<file path="src/design/tbcm_pkg.sv">
package tbcm_pkg;

  typedef enum logic [1:0] {
    CMD_CLAIM_RENDER    = 2'd0,
    CMD_RELEASE_RENDER  = 2'd1,
    CMD_CLAIM_DISPLAY   = 2'd2,
    CMD_RELEASE_DISPLAY = 2'd3
  } cmd_e;

  typedef enum logic [2:0] {
    ST_OK          = 3'd0,
    ST_OUTSTANDING = 3'd1,
    ST_NO_FREE     = 3'd2,
    ST_BAD_INDEX   = 3'd3,
    ST_NOT_BUSY    = 3'd4
  } status_e;

  typedef struct packed {
    cmd_e       command;
    logic [3:0] buffer_index;
  } in_item_t;

  typedef struct packed {
    status_e    status;
    logic [2:0] granted_buffer;
    logic       tearing_warning;
  } out_item_t;

endpackage

</file>
<file path="src/design/triple_buffer_claim_manager_top.sv">
// Frame buffer ownership manager for one renderer and one display. Each command item
// (claim render, release render, claim display, release display) gives exactly one result
// item with a status, the granted buffer and a tearing warning. Items pass an input
// register and a result register; the buffer state is read and updated as an item moves
// from the one to the other, which lets one item be accepted every cycle while the output
// side keeps taking results.
module triple_buffer_claim_manager_top import tbcm_pkg::*; #(
  parameter int NUM_BUFFERS = 3
) (
  input  logic      clk_i,
  input  logic      rst_ni,
  input  logic      in_valid_i,
  output logic      in_ready_o,
  input  in_item_t  in_item_i,
  output logic      out_valid_o,
  input  logic      out_ready_i,
  output out_item_t out_item_o
);

  logic      in_valid_q;
  in_item_t  in_item_q;
  logic      out_valid_q;
  out_item_t out_item_q;
  out_item_t result;
  logic      step;

  assign step       = in_valid_q && (!out_valid_q || out_ready_i);
  assign in_ready_o = !in_valid_q || step;

  tbcm_core #(
    .NUM_BUFFERS(NUM_BUFFERS)
  ) u_core (
    .clk_i   (clk_i),
    .rst_ni  (rst_ni),
    .step_i  (step),
    .item_i  (in_item_q),
    .result_o(result)
  );

  always_ff @(posedge clk_i or negedge rst_ni) begin
    if (!rst_ni) begin
      in_valid_q  <= 1'b0;
      out_valid_q <= 1'b0;
    end else begin
      if (in_ready_o) begin
        in_valid_q <= in_valid_i;
      end
      if (step) begin
        out_valid_q <= 1'b1;
      end else if (out_ready_i) begin
        out_valid_q <= 1'b0;
      end
    end
  end

  always_ff @(posedge clk_i) begin
    if (in_ready_o && in_valid_i) begin
      in_item_q <= in_item_i;
    end
    if (step) begin
      out_item_q <= result;
    end
  end

  assign out_valid_o = out_valid_q;
  assign out_item_o  = out_item_q;

  a_failed_no_grant: assert property (@(posedge clk_i) disable iff (!rst_ni)
    out_valid_o && out_item_o.status != ST_OK
      |-> out_item_o.granted_buffer == 3'd0 && !out_item_o.tearing_warning)
    else $error("failed command carries a grant or warning");

  a_grant_range: assert property (@(posedge clk_i) disable iff (!rst_ni)
    out_valid_o |-> out_item_o.granted_buffer < 3'(NUM_BUFFERS - 1) + 3'd1
      || out_item_o.granted_buffer == 3'(NUM_BUFFERS - 1))
    else $error("granted buffer out of range");

  a_stall_cause: assert property (@(posedge clk_i) disable iff (!rst_ni)
    !in_ready_o |-> in_valid_q && out_valid_q && !out_ready_i)
    else $error("input stalled without a blocked result");

  a_release_no_grant: assert property (@(posedge clk_i) disable iff (!rst_ni)
    step && (in_item_q.command == CMD_RELEASE_RENDER
      || in_item_q.command == CMD_RELEASE_DISPLAY)
      |=> out_valid_o && out_item_o.granted_buffer == 3'd0)
    else $error("release produced a grant");

endmodule

</file>
<file path="src/design/tbcm_core.sv">
module tbcm_core import tbcm_pkg::*; #(
  parameter int NUM_BUFFERS = 3
) (
  input  logic      clk_i,
  input  logic      rst_ni,
  input  logic      step_i,
  input  in_item_t  item_i,
  output out_item_t result_o
);

  localparam int IdxW = (NUM_BUFFERS > 2) ? $clog2(NUM_BUFFERS) : 1;

  logic [NUM_BUFFERS-1:0] busy_q, busy_d;
  logic [IdxW-1:0]        last_q, last_d;
  logic                   outstanding_q, outstanding_d;

  logic [NUM_BUFFERS-1:0] free_mask;
  logic                   found;
  logic [IdxW-1:0]        pick;
  logic                   idx_ok;
  logic [IdxW-1:0]        rel_idx;

  // lowest free buffer that is not the last rendered one
  always_comb begin
    free_mask = ~busy_q & ~(NUM_BUFFERS'(1) << last_q);
    found     = 1'b0;
    pick      = '0;
    for (int i = NUM_BUFFERS - 1; i >= 0; i--) begin
      if (free_mask[i]) begin
        found = 1'b1;
        pick  = IdxW'(i);
      end
    end
  end

  assign idx_ok  = item_i.buffer_index < 4'(NUM_BUFFERS);
  assign rel_idx = item_i.buffer_index[IdxW-1:0];

  always_comb begin
    busy_d        = busy_q;
    last_d        = last_q;
    outstanding_d = outstanding_q;
    result_o      = '{status: ST_OK, granted_buffer: 3'd0, tearing_warning: 1'b0};
    unique case (item_i.command)
      CMD_CLAIM_RENDER: begin
        if (outstanding_q) begin
          result_o.status = ST_OUTSTANDING;
        end else if (found) begin
          busy_d[pick]            = 1'b1;
          outstanding_d           = 1'b1;
          result_o.granted_buffer = 3'(pick);
        end else begin
          result_o.status = ST_NO_FREE;
        end
      end
      CMD_RELEASE_RENDER: begin
        if (!idx_ok) begin
          result_o.status = ST_BAD_INDEX;
        end else if (!busy_q[rel_idx]) begin
          result_o.status = ST_NOT_BUSY;
        end else begin
          busy_d[rel_idx] = 1'b0;
          last_d          = rel_idx;
          outstanding_d   = 1'b0;
        end
      end
      CMD_CLAIM_DISPLAY: begin
        result_o.tearing_warning = busy_q[last_q];
        busy_d[last_q]           = 1'b1;
        result_o.granted_buffer  = 3'(last_q);
      end
      CMD_RELEASE_DISPLAY: begin
        if (!idx_ok) begin
          result_o.status = ST_BAD_INDEX;
        end else if (!busy_q[rel_idx]) begin
          result_o.status = ST_NOT_BUSY;
        end else begin
          busy_d[rel_idx] = 1'b0;
        end
      end
    endcase
  end

  always_ff @(posedge clk_i or negedge rst_ni) begin
    if (!rst_ni) begin
      busy_q        <= '0;
      last_q        <= '0;
      outstanding_q <= 1'b0;
    end else if (step_i) begin
      busy_q        <= busy_d;
      last_q        <= last_d;
      outstanding_q <= outstanding_d;
    end
  end

endmodule
</file>
<file path="config.mk">
export PLATFORM = sky130hd
export DESIGN_NAME = triple_buffer_claim_manager_top
export DESIGN_NICKNAME = d
export VERILOG_FILES = /design/src/design/tbcm_pkg.sv /design/src/design/triple_buffer_claim_manager_top.sv /design/src/design/tbcm_core.sv
export SDC_FILE = /design/constraint.sdc
export NUM_CORES = 1
export LEC_CHECK = 0
export BUFFER_PORTS_ARGS = -buffer_cell sky130_fd_sc_hd__buf_4
export CORE_UTILIZATION = 54
export CTS_CLUSTER_DIAMETER = 150
export DETAILED_ROUTE_END_ITERATION = 6
export PLACE_DENSITY = 0.86
export RECOVER_POWER = 25
export REMOVE_ABC_BUFFERS = 1
export SLEW_MARGIN = 40
export SYNTH_ARGS = -nofsm -noshare
export SYNTH_HDL_FRONTEND = slang
export SYNTH_HIERARCHICAL = 1
export SYNTH_SLANG_ARGS = --single-unit
</file>
<file path="constraint.sdc">
create_clock -name clk_i -period 2.1 [get_ports clk_i]
set_input_delay 0.21 -clock clk_i [delete_from_list [all_inputs] [get_ports clk_i]]
set_output_delay 0.21 -clock clk_i [all_outputs]
set_load 0.05 [all_outputs]
</file>
; Yosys cells after proc, flatten, opt, wreduce, memory -nomap -nowiden
; Index checks and enable logic that the tools add are counted.
[totals]
mem_bits_rw = 0
wordCells = 86
memories = 0
romBits = 0
latch_bits = 0
inputBits = 10
output_inout_bits = 9
regBits = 21
[op_classes]
bitwise = 7
n_mux = 36
n_addsub = 0
magnitude_cmp = 7
n_mul = 0
shift = 1
eq_ne = 9
n_reduce_logical = 16
n_div = 0
[op_table]
columns = operator, n
row1 = $mux W3, 8
row2 = $mux W1, 14
row3 = $pmux W3 S2, 2
row4 = $mux W2, 5
row5 = $ne A2 B1 Y1 const B, 5
row6 = $lt A2 B3 Y1 const B, 3
row7 = $not A3 Y3, 3
row8 = $pmux W3 S3, 1
row9 = $reduce_and A4 Y1, 2
row10 = $and A3 B3 Y3, 2
row11 = $demux W1 S2, 3
row12 = $ge A2 B1 Y1 const B, 3
row13 = $or A3 B3 Y3, 2
row14 = $logic_and A1 B1 Y1, 5
row15 = $reduce_and A5 Y1, 1
row16 = $bmux W1 S2, 2
row17 = $eq A2 B2 Y1 const B, 2
row18 = $lt A4 B2 Y1 const B, 1
row19 = $reduce_bool A2 Y1, 2
row20 = $shl A1 B2 Y3 const A, 1
row21 = $eq A2 B1 Y1 const B, 1
row22 = $logic_not A1 Y1, 2
row23 = $logic_not A2 Y1, 1
row24 = $logic_or A1 B1 Y1, 2
row25 = 3 further kinds, 3

; Logic depth before layout (Yosys ltp)
[depth]
ltp_word = 14
mapped_depth = 5
mapped_depth_nobuf = 5

; By module
; Netlist, hierarchy kept.
[by_module_without_submodules]
columns = mod, seq_area_each_um2, area_each_um2, cells_per_inst, n_inst
row1 = tbcm_core, 150.1, 653.1, 76, 1
row2 = triple_buffer_claim_manager_top, 440.4, 494.2, 21, 1

; Least setup slack after synthesis
; Ideal clock, no wire load.
[synth_timing]
path_type = register -> register
startpoint = reg out_valid_q, in the netlist out_valid_o
endpoint = reg u_core.last_q[0]
path_buffers = 0
path_stages_with_launch = 6
setup_ps = 125
required_time_ps = 1975
period_less_slack_ps = 1936
slack_ps = 164
arrival_time_ps = 1811
cell_sequence = dfrtp_1 nand2b_1 and2_1 nand3_1 nor3_2 mux2_2
[synth_via]
elab_chain_cells = 4
[synth_rtl]
columns = element, line_no
row1 = start: declaration, triple_buffer_claim_manager_top.sv:22  ; logic out_valid_q;
row2 = start signal: assignment, triple_buffer_claim_manager_top.sv:43  ; out_valid_q <= 1'b0;
row3 = start signal: assignment, triple_buffer_claim_manager_top.sv:49  ; out_valid_q <= 1'b1;
row4 = start signal: assignment, triple_buffer_claim_manager_top.sv:51  ; out_valid_q <= 1'b0;
row5 = $logic_not A1 Y1, triple_buffer_claim_manager_top.sv:27  ; assign step = in_valid_q && (!out_valid_q || out_ready_i);
row6 = $logic_or A1 B1 Y1, triple_buffer_claim_manager_top.sv:27
row7 = $logic_and A1 B1 Y1, triple_buffer_claim_manager_top.sv:27
row8 = net step, triple_buffer_claim_manager_top.sv:25  ; logic step;
row9 = $reduce_and A4 Y1 (no line), --
row10 = end signal: assignment, tbcm_core.sv:91  ; last_q <= last_d;
row11 = end: declaration, tbcm_core.sv:14  ; logic [IdxW-1:0] last_q, last_d;
; The timed path passes the listed nets, and every way through them passes these cells.
; A chain may end at the register's enable or synchronous reset.

; Worst setup path after layout
[layout_timing]
startpoint = reg in_item_q[1] (netlist bit)
endpoint = reg u_core.last_q[1]
[layout_via]
elab_chain_cells = 3
elab_cells_between_ends = 4
classes_between = order compare (1) / mux (2) / reduce/logical (1)
[layout_rtl]
columns = element, line_no
row1 = start: declaration, triple_buffer_claim_manager_top.sv:21  ; in_item_t in_item_q;
row2 = start signal: assignment, triple_buffer_claim_manager_top.sv:58  ; in_item_q <= in_item_i;
row3 = branches (longest 3 deep; another with $lt A4 B2 Y1), --
; Several ways; the timed one is not identified. The select of a mux whose other input is x is not followed.

==> impl_metrics.toml <==
[status]
status = "completed"

[pwr]
vdd_drop_max_mv = 0.685
power_density_nw_per_um2 = 911
power_frac_seq_pct = 51.0
combPwrFrac_pct = 32.8
pwr-share-clk_pct = 16.2
p_int_uw = 753
leakage_uw = 0.000491
power.net_switching_uw = 442
switching_share_pct = 37.0

[cts]
clockRootBuffer = "clkbuf_4"
cts.sinks = 21
clk_path_buf_depth = 2
cts_setup_buffers = 0
clk_pin_slew_ps = 110
cts_tree = "yes"
cts_max_level = 1
cts_buffers = 3
clk_latency_ps = 300

[global_route]
grt_usage_pct = 20.8
grt_pass1_wl_mm = 3.18
grt_overflow_total = 0
grt_pass1_vias = 731
antenna_found_initial = 0
grt_max_degree = 18

[synth]
async_reset_ff_share_pct = 38.1
yosys_warnings = 6
syn-cell-area_um2 = 1150
synth_edf_count = 13
synth_cell_types = 42
avgSynthCellArea_um2 = 11.8
yosysSeqAreaShare_pct = 51.5
syn_inst = 97
ys.flop_type = "edfxtp_1"
ys_ff_latch = 21

[sta]
finalMaxSlewViolations = 0
fin_crit_ps = 1760
slew-limit-headroom_pct = 62.6
fin_skew_ps = 2.33
fmax_mhz = 568
rsz0062_at_grt = "no"
finalHoldViolations = 0
fin_tns_setup_ps = 0
finalSetupViolCount = 0
fin_crit_sh_pct = 83.9
worst_slew_pin_slew_ps = 562

[die]
io_pins = 19
start_util_pct = 57.9
die-area_um2 = 2310
row_count = 16
coreArea_um2 = 1980
die_h_um = 48.1
die_x_um = 48.1

[critical_path]
cp_cell_sequence = "a211oi_2 > nand3_1 > nor3_2 > mux2_2"
critPathMaxFanout = 8
reg2reg_depth = 4
cp_top_family = "flip-flops"
worstReg2RegStart = "in_item_q[1]$_DFFE_PP_"
rr_endpoint = "u_core/last_q[1]$_DFFE_PN0P_"
crit_required_ps = 2300
arrival_ps = 1960
crit_type = "register to register"
slowest_stage = "edfxtp_1"
crit_path_end_kind = "register"
cpPeakStageDelay_ps = 530
crit_path_start_kind = "register"
r2r_setup_slack_ps = 340
crit_buf_inv = 0

[detailed_routing]
vias = 828
viasPerCell = 5.87
wire_per_inst_um = 14.4
drcViolationCount = 0
antenna_left = 0
drtIter0Drc = 28
finalWirelength_mm = 2.04
drtPass1Iterations = 4

[placement]
port_buffers = 18
hpwl_mm = 1.40
place_congestion = 0.811
post-place-cells = 136
placed_cell_area_um2 = 1270

[layout]
drive_above_1_share_pct = 31.6
fin_cells = 141
syn2layout_area_growth_pct = 14.3
diodes = 0
final_cell_area_um2 = 1310
fin_nets = 125

[hold_path]
hold_class = "input pin to register"
min_from = "in_item_i[1]"
whs_path_depth = 1
hold_end = "in_item_q[1]$_DFFE_PP_"

[run]
max-cap-violations = 0
[power groups by stage]
stage / Sequential, uW / Clock, uW / Combinational (uW)
global placement: 610 / 0 / 376
CTS: 606 / 201 / 391
floorplan: 647 / 0 / 235
global route: 623 / 215 / 431
finish: 609 / 193 / 392
detailed placement: 612 / 0 / 386
[synthesized netlist by cell type, types with 2 or more instances]
cell type | number | area, um^2
a211oi_2 | 2 | 25.0
a21oi_1 | 5 | 25.0
and3_1 | 2 | 12.5
buf_2 | 3 | 15.0
buf_4 | 2 | 15.0
buf_6 | 2 | 22.5
dfrtp_1 | 8 | 200
edfxtp_1 | 13 | 390
inv_1 | 5 | 18.8
mux2_2 | 4 | 45.0
nand2_1 | 4 | 15.0
nand2b_1 | 4 | 25.0
nor2_1 | 3 | 11.3
nor2b_1 | 2 | 12.5
nor3_1 | 4 | 20.0
nor3b_1 | 2 | 15.0
o21ai_0 | 5 | 25.0
o221ai_1 | 2 | 17.5
o22a_1 | 2 | 17.5
[state kept, by name, indices dropped and copies added (netlist names)]
| signal | cells |
|---|---|
| out_item_o | 7 |
| in_item_q | 6 |
| u_core/busy_q | 3 |
| u_core/last_q | 2 |
| in_valid_q | 1 |
| out_valid_o | 1 |
| u_core/outstanding_q | 1 |
[layer usage]
metal / global-route usage [%] / share of wire [%] / vias to the layer above
li1: - / - / 397
met1: 27.1 / 42 / 382
met3: 2.22 / 7.1 / 4
met5: 0 / 0 / -
met4: 11.7 / 1.2 / 0
met2: 34.1 / 49 / 45
[worst max path at each step]
| stage | startpoint | to | slack [ps] | depth (start not counted) |
|---|---|---|---|---|
| after detailed placement | in_item_q[1]$_DFFE_PP_ | u_core/last_q[1]$_DFFE_PN0P_ | 390 | 4 |
| after global placement | in_item_q[1]$_DFFE_PP_ | u_core/last_q[1]$_DFFE_PN0P_ | 460 | 4 |
| after global routing | in_item_q[1]$_DFFE_PP_ | u_core/last_q[1]$_DFFE_PN0P_ | 230 | 4 |
| after floorplan | out_valid_o$_DFFE_PN0P_ | u_core/last_q[0]$_DFFE_PN0P_ | 160 | 5 |
| after CTS | in_item_q[1]$_DFFE_PP_ | u_core/last_q[1]$_DFFE_PN0P_ | 360 | 4 |
| final | in_item_q[1]$_DFFE_PP_ | u_core/last_q[1]$_DFFE_PN0P_ | 340 | 4 |
[worst reg2reg max path, delay by kind of cell, from the launching register on]
kind,cells,cell delay [ps]
AND/OR/NAND/NOR,2,440
AO/OA/AOI/OAI,1,330
multiplexers,1,360
flip-flops,1,530
[layout by cell type, fill, tap and decap left out, types with 2 or more instances in the layout]
| cell | n |
|---|---|
| a211oi_2 | 2 |
| a21oi_1 | 5 |
| and3_1 | 2 |
| buf_4 | 13 |
| clkbuf_4 | 9 |
| dfrtp_1 | 8 |
| edfxtp_1 | 13 |
| inv_1 | 5 |
| mux2_2 | 4 |
| nand2_1 | 4 |
| nand2b_1 | 4 |
| nor2_1 | 3 |
| nor2b_1 | 2 |
| nor3_1 | 4 |
| nor3b_1 | 2 |
| o21ai_0 | 5 |
| o221ai_1 | 2 |
| o22a_1 | 2 |
[logic make-up (layout without fill, tap and decap cells)]
kind of cell,count (synthesis),count (layout),synth area share [%]
AND/OR/NAND/NOR,30,30,17.2
other,1,1,0.327
multiplexers,5,5,4.80
flip-flops,21,21,51.5
AO/OA/AOI/OAI,27,27,19.6
buffers and inverters,13,30,6.54
[stage by stage]
| stage | worst slack (ps) | utilization (%) | total power, uW | hold slack (ps) |
|---|---|---|---|---|
| 6_report | 339 | 66.2 | 1190 | 96.1 |
| 5_1_grt | 229 | 66.2 | 1270 | 78.6 |
| 4_1_cts | 358 | 66.4 | 1200 | 60.3 |
| 3_5_place_dp | 392 | 64.3 | 999 | 33.3 |
| 3_3_place_gp | 465 | 64.3 | 985 | 31.9 |
| 2_1_floorplan | 164 | - | 881 | -85.6 |
[layout make-up]
| cell class | count | area [um^2] |
|---|---|---|
| clock inverters | 1 | 7.51 |
| fillers | 150 | 671 |
| clock buffers | 3 | 22.5 |
| repair buffers | 21 | 156 |
| well taps | 27 | 33.8 |
| multi-input cells | 63 | 482 |
| flip-flops and latches | 21 | 591 |
| inverters | 5 | 18.8 |
[timing repair]
item / CTS / global route
hold buffers: 1 / 0
gates resized for setup: 0 / 0
hold endpoints to repair: 8 / 0
Power figures use the tool's default switching activity.
